File: config.mk
export PLATFORM = sky130hd
export DESIGN_NAME = csm_div
export DESIGN_NICKNAME = d
export VERILOG_FILES = /design/src/design/csm_pkg.sv /design/src/design/csm_div.sv
export SDC_FILE = /design/constraint.sdc
export NUM_CORES = 2
export LEC_CHECK = 0
export ABC_AREA = 1
export BUFFER_PORTS_ARGS = -buffer_cell sky130_fd_sc_hd__buf_2
export CAP_MARGIN = 20
export CORE_UTILIZATION = 45
export CTS_CLUSTER_SIZE = 40
export DETAILED_ROUTE_END_ITERATION = 8
export PLACE_DENSITY = 0.57
export SLEW_MARGIN = 15
export SYNTH_ARGS = -nofsm -noshare
export SYNTH_HDL_FRONTEND = slang
export SYNTH_SLANG_ARGS = --single-unit
File: constraint.sdc
create_clock -name clk -period 7.2 [get_ports clk]
set_input_delay 1.44 -clock clk [delete_from_list [all_inputs] [get_ports clk]]
set_output_delay 1.44 -clock clk [all_outputs]
set_load 0.02 [all_outputs]
File: src/design/csm_pkg.sv
// Package for the channel grid slot mapper: constants, codes and shared types.
// Used by every module in the design folder.
package csm_pkg;

  // Grid bounds
  localparam logic [16:0] MAX_SLOTS          = 17'd4096;
  localparam logic [31:0] MIN_FREQ_MHZ       = 32'd184000000;
  localparam logic [31:0] MAX_FREQ_MHZ       = 32'd200000000;
  localparam logic [19:0] MIN_SLOT_WIDTH_MHZ = 20'd3125;
  localparam logic [19:0] MAX_SLOT_WIDTH_MHZ = 20'd100000;

  // Grid kinds
  localparam logic [1:0] KIND_UNKNOWN = 2'd0;
  localparam logic [1:0] KIND_FIXED   = 2'd1;
  localparam logic [1:0] KIND_FLEX    = 2'd2;
  localparam logic [1:0] KIND_SPARE   = 2'd3;

  // Request codes
  localparam logic [1:0] REQ_S2F   = 2'd0;
  localparam logic [1:0] REQ_F2S   = 2'd1;
  localparam logic [1:0] REQ_WIDTH = 2'd2;
  localparam logic [1:0] REQ_SPARE = 2'd3;

  // Register indexes
  localparam logic [2:0] CFG_KIND   = 3'd0;
  localparam logic [2:0] CFG_ANCHOR = 3'd1;
  localparam logic [2:0] CFG_WIDTH  = 3'd2;
  localparam logic [2:0] CFG_SLOTS  = 3'd3;
  localparam logic [2:0] CFG_MINCH  = 3'd4;
  localparam logic [2:0] CFG_MAXCH  = 3'd5;

  // Divider sizing: quotient bits and numerator bits
  localparam int QBITS = 13;
  localparam int NBITS = 25;

  typedef struct packed {
    logic [1:0]  grid_kind;
    logic [31:0] anchor_mhz;
    logic [19:0] slot_width_mhz;
    logic [12:0] grid_slots;
    logic [7:0]  min_channel_slots;
    logic [7:0]  max_channel_slots;
  } cfg_t;

  typedef struct packed {
    logic        ok;
    logic [1:0]  req;
    logic [31:0] low_mhz;
    logic [31:0] high_mhz;
  } meta_t;

  typedef struct packed {
    meta_t            meta;
    logic [NBITS-1:0] r_lo;
    logic [NBITS-1:0] r_hi;
    logic [QBITS-1:0] q_lo;
    logic [QBITS-1:0] q_hi;
  } div_t;

endpackage

File: src/design/csm_div.sv
// Pipelined restoring divider: floor and ceiling slot quotients, one bit a stage.
// Depends on csm_pkg.
module csm_div (
  input  logic                clk,
  input  logic                rst,
  input  logic                en,
  input  logic [19:0]         divisor,
  input  logic                div_valid,
  input  csm_pkg::div_t       div_in,
  output logic                res_valid,
  output csm_pkg::div_t       res
);
  import csm_pkg::*;

  logic  st_valid [QBITS+1];
  div_t  st       [QBITS+1];

  always_ff @(posedge clk) begin
    if (rst) begin
      st_valid[0] <= 1'b0;
    end else if (en) begin
      st_valid[0] <= div_valid;
    end
  end

  always_ff @(posedge clk) begin
    if (en) begin
      st[0] <= div_in;
    end
  end

  for (genvar k = 0; k < QBITS; k++) begin : g_step
    logic [32:0] dsh;
    logic        ge_lo;
    logic        ge_hi;
    div_t        nxt;

    always_comb begin
      // divisor weighted by the quotient bit this stage decides
      dsh   = 33'(divisor) << (QBITS - 1 - k);
      ge_lo = 33'(st[k].r_lo) >= dsh;
      ge_hi = 33'(st[k].r_hi) >= dsh;
      nxt      = st[k];
      nxt.r_lo = ge_lo ? (st[k].r_lo - dsh[NBITS-1:0]) : st[k].r_lo;
      nxt.r_hi = ge_hi ? (st[k].r_hi - dsh[NBITS-1:0]) : st[k].r_hi;
      nxt.q_lo = {st[k].q_lo[QBITS-2:0], ge_lo};
      nxt.q_hi = {st[k].q_hi[QBITS-2:0], ge_hi};
    end

    always_ff @(posedge clk) begin
      if (rst) begin
        st_valid[k+1] <= 1'b0;
      end else if (en) begin
        st_valid[k+1] <= st_valid[k];
      end
    end

    always_ff @(posedge clk) begin
      if (en) begin
        st[k+1] <= nxt;
      end
    end
  end

  assign res_valid = st_valid[QBITS];
  assign res       = st[QBITS];

endmodule
==> metrics.md <==
| Metric | Value |
|---|---|
| Gate power share | `25.8%` |
| Sw Share | `about a third` |
| Status | `finished clean` |
| Hold Crit Start | `st[1][568]` |
| Sw power | `0.01064 W` |
| Initial antenna violation count | `13` |
| Synthesized area | `94,810 sq um` |
| Netlist cell types | `51` |
| Die X | `about 460 um` |
| Final non-filler cell total | `about 13,000` |
| Share of flip-flops with an asynchronous set or reset | `0%` |
| Layout area overhead | `11.54%` |
| Count leader, synth | `nand2_1` |
| Fin. max-slew vios | `0` |
| Min Tclk post-route | `around 4.4 ns` |
| Antenna-violating nets left | `0` |
| Syn Nets | `10,610` |
| Worst r2r src | `st[0][915]` |
| Overall power | `0.03288 W` |
| Drt wl/cell | `17.22 um` |
| Least-Margin Pin Slew | `1.075 ns` |
| Final #Nets | `10,930` |
| Vias in the first global route | `about 65,000` |
| Largest net degree at the start of global routing | `162` |
| CTS root buf | `clkbuf_16` |
| Pwr dens | `310.9 nW/um^2` |
| Initial DRC Count | `approximately 4,600` |
| CTS tree | `yes` |
| DR vias/cell | `4.977` |
| Max stage delay on crit path | `0.72 ns` |
| Final Hold Viols | `0` |
| Hold worst-path end | `st[1][711]` |
| Normalized max-slew margin | `28.11%` |
| Crit path cell chain | `buf_2, clkinv_2, ha_1, nand2_1, nor2_2, nand2_1, nor2_1, a21oi_1, nand3_2, inv_2, a21oi_1` |
| Reg-to-reg endpoint | `st[0][1060]` |
| Clk_lat worst skew | `0.85 ns` |
| Placed cells | `12,880` |
| Worst min path class | `register to register` |
| Top cells by area, synth | `edfxtp_1, nand2_1, ha_1` |
| Final Skew | `roughly 0.067 ns` |
| Site row count | `168` |
| Fillers | `19,120` |
| Initial cell density of the core | `45.24%` |
| Setup Total Neg Slack | `0 ns` |
| Max clock buf depth | `3` |
| Sequential Power Share | `42.6%` |
| Ys Warns | `0` |
| Post-synth top cells | `nand2_1, edfxtp_1, inv_1` |
| Post-DP HPWL | `169,400 um` |
| Die ar. | `between 200,000 and 250,000 sq um` |
| Internal power | `0.02223 W` |
| CTS Hold Buffers Added | `0` |
| EDFF count, synth | `~1,800` |
| Maximum clock frequency | `around 0.23 GHz` |
| Pleak | `47.43 nW` |
| Post-Syn Area per Cell | `approximately 9.5 sq um` |
| Final setup vio count | `0` |
| H-tree levels | `4` |
| DRT Pass-1 Iters | `6` |
| Gr ovfl total | `0` |
| Ports | `311` |
| Synthesized instance count | `9,949` |
| Tot GR Track Use | `21.43%` |
| CP arrival | `4.93 ns` |
| Via count | `around 66,000` |
| VDD IR-drop max | `around 0.27 mV` |
| Area leader, netlist | `edfxtp_1` |
| First-pass GRT wire length | `353,700 um` |
| Clock share of power | `a little under a third` |
| Post-CTS Resized | `0` |
| Number of CTS-inserted buffers | `197` |
| Synth Register Bits | `between 1,500 and 2,000` |
| Share of cells above drive strength 1 | `slightly above 7%` |
| Crit-path leading delay family | `buffers and inverters` |
| Worst Path Required | `about 7.8 ns` |
| Post-synthesis sequential area ratio | `58.09%` |
| Setup repair after global routing missed its margin | `false` |
| Worst R2R Path Depth | `10` |
| Clk slew on worst S/H paths | `~0.060 ns` |
| Max-Cap Viols | `0` |
| Post-Route WL | `228,100 um` |
| Buffers on Ports | `284` |
| Critical Path Sink Type | `register` |
| Core footprint | `209,600 sq um` |
| Tcrit/Tclk final | `about three fifths` |
| RePlAce Congestion | `0.9422` |
| Slowest cell on the critical path | `ha_1` |
| Reg2Reg Setup Slack | `3.96 ns` |
| Die Ht | `461 um` |
| Share of the synthesized area in the top cell type | `58.09%` |
| CP Buf/Inv Count | `3` |
| Top_reg_cell synth | `edfxtp_1` |
| Critical Path Source Type | `input port` |
| Worst setup path class | `input port to register` |
| Hold Path Stages | `0` |
| CP max FO | `24` |
| Post-route DRC | `0` |
| Setup Buffers After CTS | `0` |
| Clock Sink Count | `1,834` |
flip-flops by register name, indices dropped and copies added (netlist names):
register	count
st_valid	14
st	1820
layout by cell type, fill, tap and decap left out, types with 159 or more instances in the layout:
cell type / instances
clkbuf_16: 197
nand2_1: 3524
xor2_1: 177
a21oi_1: 319
nand4_1: 159
buf_2: 283
ha_1: 464
edfxtp_1: 1834
nand3_1: 712
inv_1: 1330
nor2_1: 654
cells by family after synthesis:
logic type / synth area share, %
and+or+nand+nor: 23.31
DFF: 58.09
buffers and inverters: 7.092
AOI/OAI and AO/OA: 2.889
adders and majority gates: 6.673
xor gates and xnor gates: 1.949
per-stage QoR:
stage | hold slack (ns) | instance area [sq um] | worst slack (ns) | utilization [%]
4_1_cts | 0.3818 | 105700 | 2.894 | 50.45
2_1_floorplan | 0.4003 | 94810 | 3.288 | -
3_5_place_dp | 0.4045 | 98920 | 2.011 | 47.20
6_report | 0.3829 | 105700 | 2.834 | 50.46
3_3_place_gp | 0.4001 | 98890 | 1.814 | 47.19
5_1_grt | 0.3778 | 105700 | 2.677 | 50.46
layer usage:
metal | global-route usage [%] | routed length (um) | up-vias
met1 | 28.27 | 102400 | 30550
li1 | - | - | 33470
met5 | 0 | 27 | -
met3 | 2.800 | 9875 | 441
met2 | 35.99 | 107900 | 1438
met4 | 7.877 | 7950 | 4
worst max path at each step:
| stage | start | to | cells after the start |
|---|---|---|---|
| after floorplan | divisor[1] | st[0][1034] | 12 |
| after global placement | divisor[10] | st[0][925] | 10 |
| after detailed placement | divisor[10] | st[0][895] | 11 |
| after CTS | divisor[19] | st[1][764] | 12 |
| after global routing | divisor[7] | st[0][499] | 13 |
| final | divisor[10] | st[1][764] | 11 |
final cells by class:
class,count,area [sq um],share of cell area [%]
clock inverter,137,1782,1.685
clock buffer,224,5031,4.758
multi-input combinational,6523,33010,31.22
tap,2805,3510,3.319
inverter,1353,5082,4.806
antenna,2,5.005,0.004733
sequential,1834,55070,52.08
timing repair buffer,366,2255,2.132
power by group through the flow:
| stage | Clock (W) | Sequential, W | Combinational, W |
|---|---|---|---|
| 6_report | 0.0104 | 0.0140 | 0.00847 |
| 5_1_grt | 0.0111 | 0.0141 | 0.00965 |
| 4_1_cts | 0.0107 | 0.0140 | 0.00844 |
| 3_5_place_dp | 0 | 0.0142 | 0.00841 |
| 3_3_place_gp | 0 | 0.0142 | 0.00834 |
| 2_1_floorplan | 0 | 0.0139 | 0.00630 |
Note: power is estimated with default switching activity, not from simulation.
