**src/design/csm_pkg.sv**
```systemverilog
// Package for the channel grid slot mapper: constants, codes and shared types.
// Used by every module in the design folder.
package csm_pkg;

  // Grid bounds
  localparam logic [16:0] MAX_SLOTS          = 17'd4096;
  localparam logic [31:0] MIN_FREQ_MHZ       = 32'd184000000;
  localparam logic [31:0] MAX_FREQ_MHZ       = 32'd200000000;
  localparam logic [19:0] MIN_SLOT_WIDTH_MHZ = 20'd3125;
  localparam logic [19:0] MAX_SLOT_WIDTH_MHZ = 20'd100000;

  // Grid kinds
  localparam logic [1:0] KIND_UNKNOWN = 2'd0;
  localparam logic [1:0] KIND_FIXED   = 2'd1;
  localparam logic [1:0] KIND_FLEX    = 2'd2;
  localparam logic [1:0] KIND_SPARE   = 2'd3;

  // Request codes
  localparam logic [1:0] REQ_S2F   = 2'd0;
  localparam logic [1:0] REQ_F2S   = 2'd1;
  localparam logic [1:0] REQ_WIDTH = 2'd2;
  localparam logic [1:0] REQ_SPARE = 2'd3;

  // Register indexes
  localparam logic [2:0] CFG_KIND   = 3'd0;
  localparam logic [2:0] CFG_ANCHOR = 3'd1;
  localparam logic [2:0] CFG_WIDTH  = 3'd2;
  localparam logic [2:0] CFG_SLOTS  = 3'd3;
  localparam logic [2:0] CFG_MINCH  = 3'd4;
  localparam logic [2:0] CFG_MAXCH  = 3'd5;

  // Divider sizing: quotient bits and numerator bits
  localparam int QBITS = 13;
  localparam int NBITS = 25;

  typedef struct packed {
    logic [1:0]  grid_kind;
    logic [31:0] anchor_mhz;
    logic [19:0] slot_width_mhz;
    logic [12:0] grid_slots;
    logic [7:0]  min_channel_slots;
    logic [7:0]  max_channel_slots;
  } cfg_t;

  typedef struct packed {
    logic        ok;
    logic [1:0]  req;
    logic [31:0] low_mhz;
    logic [31:0] high_mhz;
  } meta_t;

  typedef struct packed {
    meta_t            meta;
    logic [NBITS-1:0] r_lo;
    logic [NBITS-1:0] r_hi;
    logic [QBITS-1:0] q_lo;
    logic [QBITS-1:0] q_hi;
  } div_t;

endpackage

```
**src/design/csm_front.sv**
```systemverilog
// Front stages: input register, products and differences, then grid checks.
// Depends on csm_pkg.
module csm_front (
  input  logic                clk,
  input  logic                rst,
  input  logic                en,
  input  logic                in_valid,
  input  logic [1:0]          req_type,
  input  logic [15:0]         first_slot_in,
  input  logic [15:0]         slot_count_in,
  input  logic [31:0]         low_mhz_in,
  input  logic [31:0]         high_mhz_in,
  input  csm_pkg::cfg_t       cfg,
  output logic                div_valid,
  output csm_pkg::div_t       div_in
);
  import csm_pkg::*;

  // stage 1
  logic        s1_valid;
  logic [1:0]  s1_req;
  logic [15:0] s1_first;
  logic [15:0] s1_count;
  logic [31:0] s1_lo;
  logic [31:0] s1_hi;

  // stage 2
  logic        s2_valid;
  logic [1:0]  s2_req;
  logic        s2_cnt_ok;
  logic        s2_base_ok;
  logic        s2_hi_gt;
  logic        s2_lo_ge;
  logic        s2_sup;
  logic [31:0] s2_p_lo;
  logic [31:0] s2_p_hi;
  logic [32:0] s2_span;
  logic [31:0] s2_hi;
  logic [NBITS-1:0] s2_n_lo;
  logic [NBITS-1:0] s2_n_hi;

  logic [16:0] sum_fc;
  logic [35:0] p_lo_full;
  logic [36:0] p_hi_full;
  logic [32:0] n_hi_full;
  logic [32:0] n_lo_full;
  logic        sup;
  logic [33:0] grid_end;
  logic        grid_ok;
  logic        ok0;
  logic        ok1;

  always_ff @(posedge clk) begin
    if (rst) begin
      s1_valid <= 1'b0;
      s2_valid <= 1'b0;
    end else if (en) begin
      s1_valid <= in_valid;
      s2_valid <= s1_valid;
    end
  end

  always_comb begin
    sum_fc    = 17'(s1_first) + 17'(s1_count);
    p_lo_full = 36'(s1_first) * 36'(cfg.slot_width_mhz);
    p_hi_full = 37'(sum_fc) * 37'(cfg.slot_width_mhz);
    n_lo_full = {1'b0, s1_lo} - {1'b0, cfg.anchor_mhz};
    n_hi_full = {1'b0, s1_hi} - {1'b0, cfg.anchor_mhz} + 33'(cfg.slot_width_mhz) - 33'd1;
    sup = 1'b0;
    if (s1_count != 16'd0) begin
      if (cfg.grid_kind == KIND_FIXED) begin
        sup = (s1_count == 16'd1);
      end else if (cfg.grid_kind == KIND_FLEX) begin
        sup = (s1_count >= 16'(cfg.min_channel_slots)) &&
              (s1_count <= 16'(cfg.max_channel_slots));
      end
    end
  end

  always_ff @(posedge clk) begin
    if (en) begin
      s1_req   <= req_type;
      s1_first <= first_slot_in;
      s1_count <= slot_count_in;
      s1_lo    <= low_mhz_in;
      s1_hi    <= high_mhz_in;

      s2_req     <= s1_req;
      s2_cnt_ok  <= (s1_count != 16'd0) && (17'(s1_count) <= MAX_SLOTS) &&
                    (sum_fc <= 17'(cfg.grid_slots));
      s2_base_ok <= ((cfg.grid_kind == KIND_FIXED) || (cfg.grid_kind == KIND_FLEX)) &&
                    (cfg.anchor_mhz >= MIN_FREQ_MHZ) && (cfg.anchor_mhz <= MAX_FREQ_MHZ) &&
                    (cfg.slot_width_mhz >= MIN_SLOT_WIDTH_MHZ) &&
                    (cfg.slot_width_mhz <= MAX_SLOT_WIDTH_MHZ) &&
                    (cfg.grid_slots != 13'd0) && (17'(cfg.grid_slots) <= MAX_SLOTS);
      s2_hi_gt   <= s1_hi > s1_lo;
      s2_lo_ge   <= s1_lo >= cfg.anchor_mhz;
      s2_sup     <= sup;
      s2_p_lo    <= p_lo_full[31:0];
      s2_p_hi    <= p_hi_full[31:0];
      s2_span    <= 33'(cfg.grid_slots) * 33'(cfg.slot_width_mhz);
      s2_hi      <= s1_hi;
      s2_n_lo    <= n_lo_full[NBITS-1:0];
      s2_n_hi    <= n_hi_full[NBITS-1:0];
    end
  end

  always_comb begin
    grid_end = 34'(cfg.anchor_mhz) + 34'(s2_span);
    grid_ok  = s2_base_ok && (grid_end <= 34'(MAX_FREQ_MHZ));
    ok0 = (s2_req == REQ_S2F) && s2_cnt_ok && grid_ok;
    ok1 = (s2_req == REQ_F2S) && s2_hi_gt && grid_ok && s2_lo_ge &&
          (34'(s2_hi) <= grid_end);
    div_valid            = s2_valid;
    div_in.meta.ok       = ok0 || ok1 || ((s2_req == REQ_WIDTH) && s2_sup);
    div_in.meta.req      = s2_req;
    div_in.meta.low_mhz  = ok0 ? (cfg.anchor_mhz + s2_p_lo) : 32'd0;
    div_in.meta.high_mhz = ok0 ? (cfg.anchor_mhz + s2_p_hi) : 32'd0;
    div_in.r_lo          = s2_n_lo;
    div_in.r_hi          = s2_n_hi;
    div_in.q_lo          = '0;
    div_in.q_hi          = '0;
  end

endmodule

```
**config.mk**
```make
export PLATFORM = sky130hd
export DESIGN_NAME = csm_front
export DESIGN_NICKNAME = d
export VERILOG_FILES = /design/src/design/csm_pkg.sv /design/src/design/csm_front.sv
export SDC_FILE = /design/constraint.sdc
export NUM_CORES = 2
export LEC_CHECK = 0
export BUFFER_PORTS_ARGS = -buffer_cell sky130_fd_sc_hd__buf_4
export CORE_MARGIN = 1
export CORE_UTILIZATION = 56
export CTS_CLUSTER_DIAMETER = 120
export DETAILED_ROUTE_END_ITERATION = 8
export MAX_ROUTING_LAYER = met4
export PLACE_DENSITY_LB_ADDON = 0.1
export REMOVE_ABC_BUFFERS = 1
export SETUP_SLACK_MARGIN = 0.3
export SYNTH_ARGS = -nofsm -noshare
export SYNTH_HDL_FRONTEND = slang
export SYNTH_SLANG_ARGS = --single-unit
```
**constraint.sdc**
```tcl
create_clock -name clk -period 12.7 [get_ports clk]
set_input_delay 0.635 -clock clk [delete_from_list [all_inputs] [get_ports clk]]
set_output_delay 0.635 -clock clk [all_outputs]
set_load 0.05 [all_outputs]
```
==> run_results.csv <==
group,metric,value,unit
status,outcome,"completed",
logic_synthesis,synth_edf_count,284,
clocking,clk_latency,600,ps
hold_path,hold_path_depth,2,
sta,setup-violations-final,0,
hold_path,hold_class,"in2reg",
global_routing,antenna_found_initial,4,
sta,drv_slew,0,
placed_design,portBuffers,302,
sta,final.setup_skew,37.4,ps
sta,fin_tns_setup,0,ps
critical_path,cp.depth,30,
critical_path,worst-path-buf-inv,4,
critical_path,cpPeakStageDelay,740,ps
run,cap_violations,0,
detailed_routing,initialDrtViolationCount,2580,
logic_synthesis,synth_area_per_cell,9.25,sq um
logic_synthesis,syn-instance-count,5117,
logic_synthesis,yosysWarnings,0,
sta,clock.fmax,0.112,GHz
cells_and_area,syn2layout_area_growth,9.41,%
sta,fin_crit_sh,70.6,%
critical_path,slowest_stage,"edfxtp_1",
sta,relSlewSlack,26.7,%
logic_synthesis,synth.ff_latch_count,286,
cells_and_area,fin_nets,6736,
floorplanning,die_w,293,um
global_routing,grt_pass1_vias,37200,
critical_path,crit_fanout,21,
detailed_routing,first_pass_iters,6,
cells_and_area,mostFrequentLayoutCell,"inv_1",
clocking,cts_sinks,286,
logic_synthesis,synth.distinct_cells,78,
clocking,cts-root-buf,"clkbuf_16",
clocking,clk_pin_slew_worst_paths,60,ps
floorplanning,dieArea,85700,sq um
floorplanning,fp-row-count,106,
detailed_routing,dr_total_vias,36200,
global_routing,gr-total-overflow,0,
floorplanning,pin_count,329,
clocking,hold_buffers,0,
critical_path,cpMostUsedCell,"fa_1",
logic_synthesis,syn_area,47300,sq um
clocking,cts_tree,"yes",
floorplanning,initial_core_util,56.6,%
global_routing,grt_max_degree,95,
placed_design,hpwl,105000,um
critical_path,rr_worst_depth,30,
global_routing,track_usage,33.2,%
cells_and_area,mostFrequentLayoutCells,"976 x inv_1, 730 x fa_1, 689 x nand2_1, 514 x ha_1, 344 x buf_4",
logic_synthesis,async_flop_share,0,%
critical_path,worstSetupPathType,"reg2reg",
clocking,post_cts_resize_count,0,
detailed_routing,ant_nets,0,
critical_path,critPathRequiredTime,13050,ps
sta,fin_crit,8970,ps
detailed_routing,viasPerCell,5.59,
floorplanning,die_y,293,um
global_routing,grt_pass1_wl,210000,um
sta,hold_violations,0,
detailed_routing,wl,135000,um
clocking,h-tree-depth,2,
detailed_routing,post-route-drc-count,0,
clocking,postCtsSetupRepairBufs,0,
critical_path,critPathCaptureType,"flip-flop",
sta,worstMarginPinSlew,1090,ps
placed_design,gp_congestion,0.978,
critical_path,start_kind,"flip-flop",
critical_path,crit_family,"adder cells",
clocking,clockBufferDepth,3,
logic_synthesis,ys_seq_area_share,18.1,%
floorplanning,fp.coreArea,83700,sq um
logic_synthesis,synth_flop_cell,"edfxtp_1",
detailed_routing,routedWlPerCell,20.8,um
sta,rsz0062_at_grt,"no",
cells_and_area,drive_gt1_share,8.15,%
critical_path,arrival,9310,ps
clocking,numCtsBuffers,38,
## final timing paths
| check | start | to | slack [ps] |
|---|---|---|---|
| worst min register to register | s1_req[0]$_DFFE_PP_ | s2_req[0]$_DFFE_PP_ | 420 |
| worst max register to register | s1_first[0]$_DFFE_PP_ | s2_p_hi[29]$_DFFE_PP_ | 3730 |
| worst max-delay path | s1_first[0]$_DFFE_PP_ | s2_p_hi[29]$_DFFE_PP_ | 3730 |
| worst min-delay path | rst | s1_valid$_SDFFE_PP0P_ | 210 |
## cells by family (layout without fill, tap and decap cells)
kind of cell,after synthesis,in the layout,share of synthesized area [%]
buf+inv,1202,1396,9.77
compound gates,632,632,8.61
fa+ha+maj,1244,1244,44.5
other cells,1,31,0.00792
xor+xnor,220,220,4.07
flops,286,286,18.1
simple gates,1528,1528,14.9
mux,4,4,0.0846
## state kept, by name (all words and copies together) (netlist names), 2 cells and up
name      count
s2_span      33
s1_hi        32
s1_lo        32
s2_hi        32
s2_p_hi      32
s2_p_lo      32
s2_n_hi      25
s2_n_lo      25
s1_count     16
s1_first     16
s1_req        2
s2_req        2
## cells in the mapped netlist, types with 25 or more instances
cell / number / area share [%]
nor2b_1: 26 / 0.34
o21ai_0: 126 / 1.3
inv_1: 976 / 7.7
and2_1: 258 / 3.4
edfxtp_1: 284 / 18
clkbuf_1: 181 / 1.4
nand3_1: 54 / 0.57
a211oi_1: 25 / 0.40
nor3_1: 64 / 0.68
xnor2_1: 157 / 2.9
ha_1: 514 / 14
nand2b_1: 40 / 0.53
nor2_1: 273 / 2.2
buf_4: 26 / 0.41
o21a_1: 36 / 0.57
nand4_1: 37 / 0.49
nand2_1: 689 / 5.5
fa_1: 730 / 31
xor2_1: 63 / 1.2
a21o_1: 99 / 1.6
a21oi_1: 190 / 2.0
## stage by stage
step	area, sq um	setup WS [ps]	cells	hold slack [ps]	util, %
floorplan	46500	4450	4922	400	-
global placement	50600	3890	6401	403	60.4
detailed placement	50600	3780	6401	406	60.4
CTS	51800	3780	6470	182	61.9
global route	51800	3210	6475	195	61.9
finish	51800	3730	6475	214	61.9
## layer usage
metal | share of wire (%) | GRT usage (%) | vias to the layer above
met1 | 41 | 42.0 | 18000
met3 | 8.0 | 5.28 | 274
met4 | 4.6 | 13.2 | 0
met2 | 47 | 53.6 | 1372
met5 | 0 | - | -
li1 | - | - | 16600
## layout make-up
class | count | area [sq um]
multi-input combinational | 3654 | 34300
sequential | 286 | 8570
antenna | 5 | 12.5
fill | 7309 | 31900
clock buffer | 42 | 966
inverter | 982 | 3690
timing repair buffer | 345 | 2600
clock inverter | 27 | 258
tap | 1134 | 1420
Power is left out: the tool's default activity adds up to more than one toggle a clock period on the data nets, which glitch-free logic cannot reach.
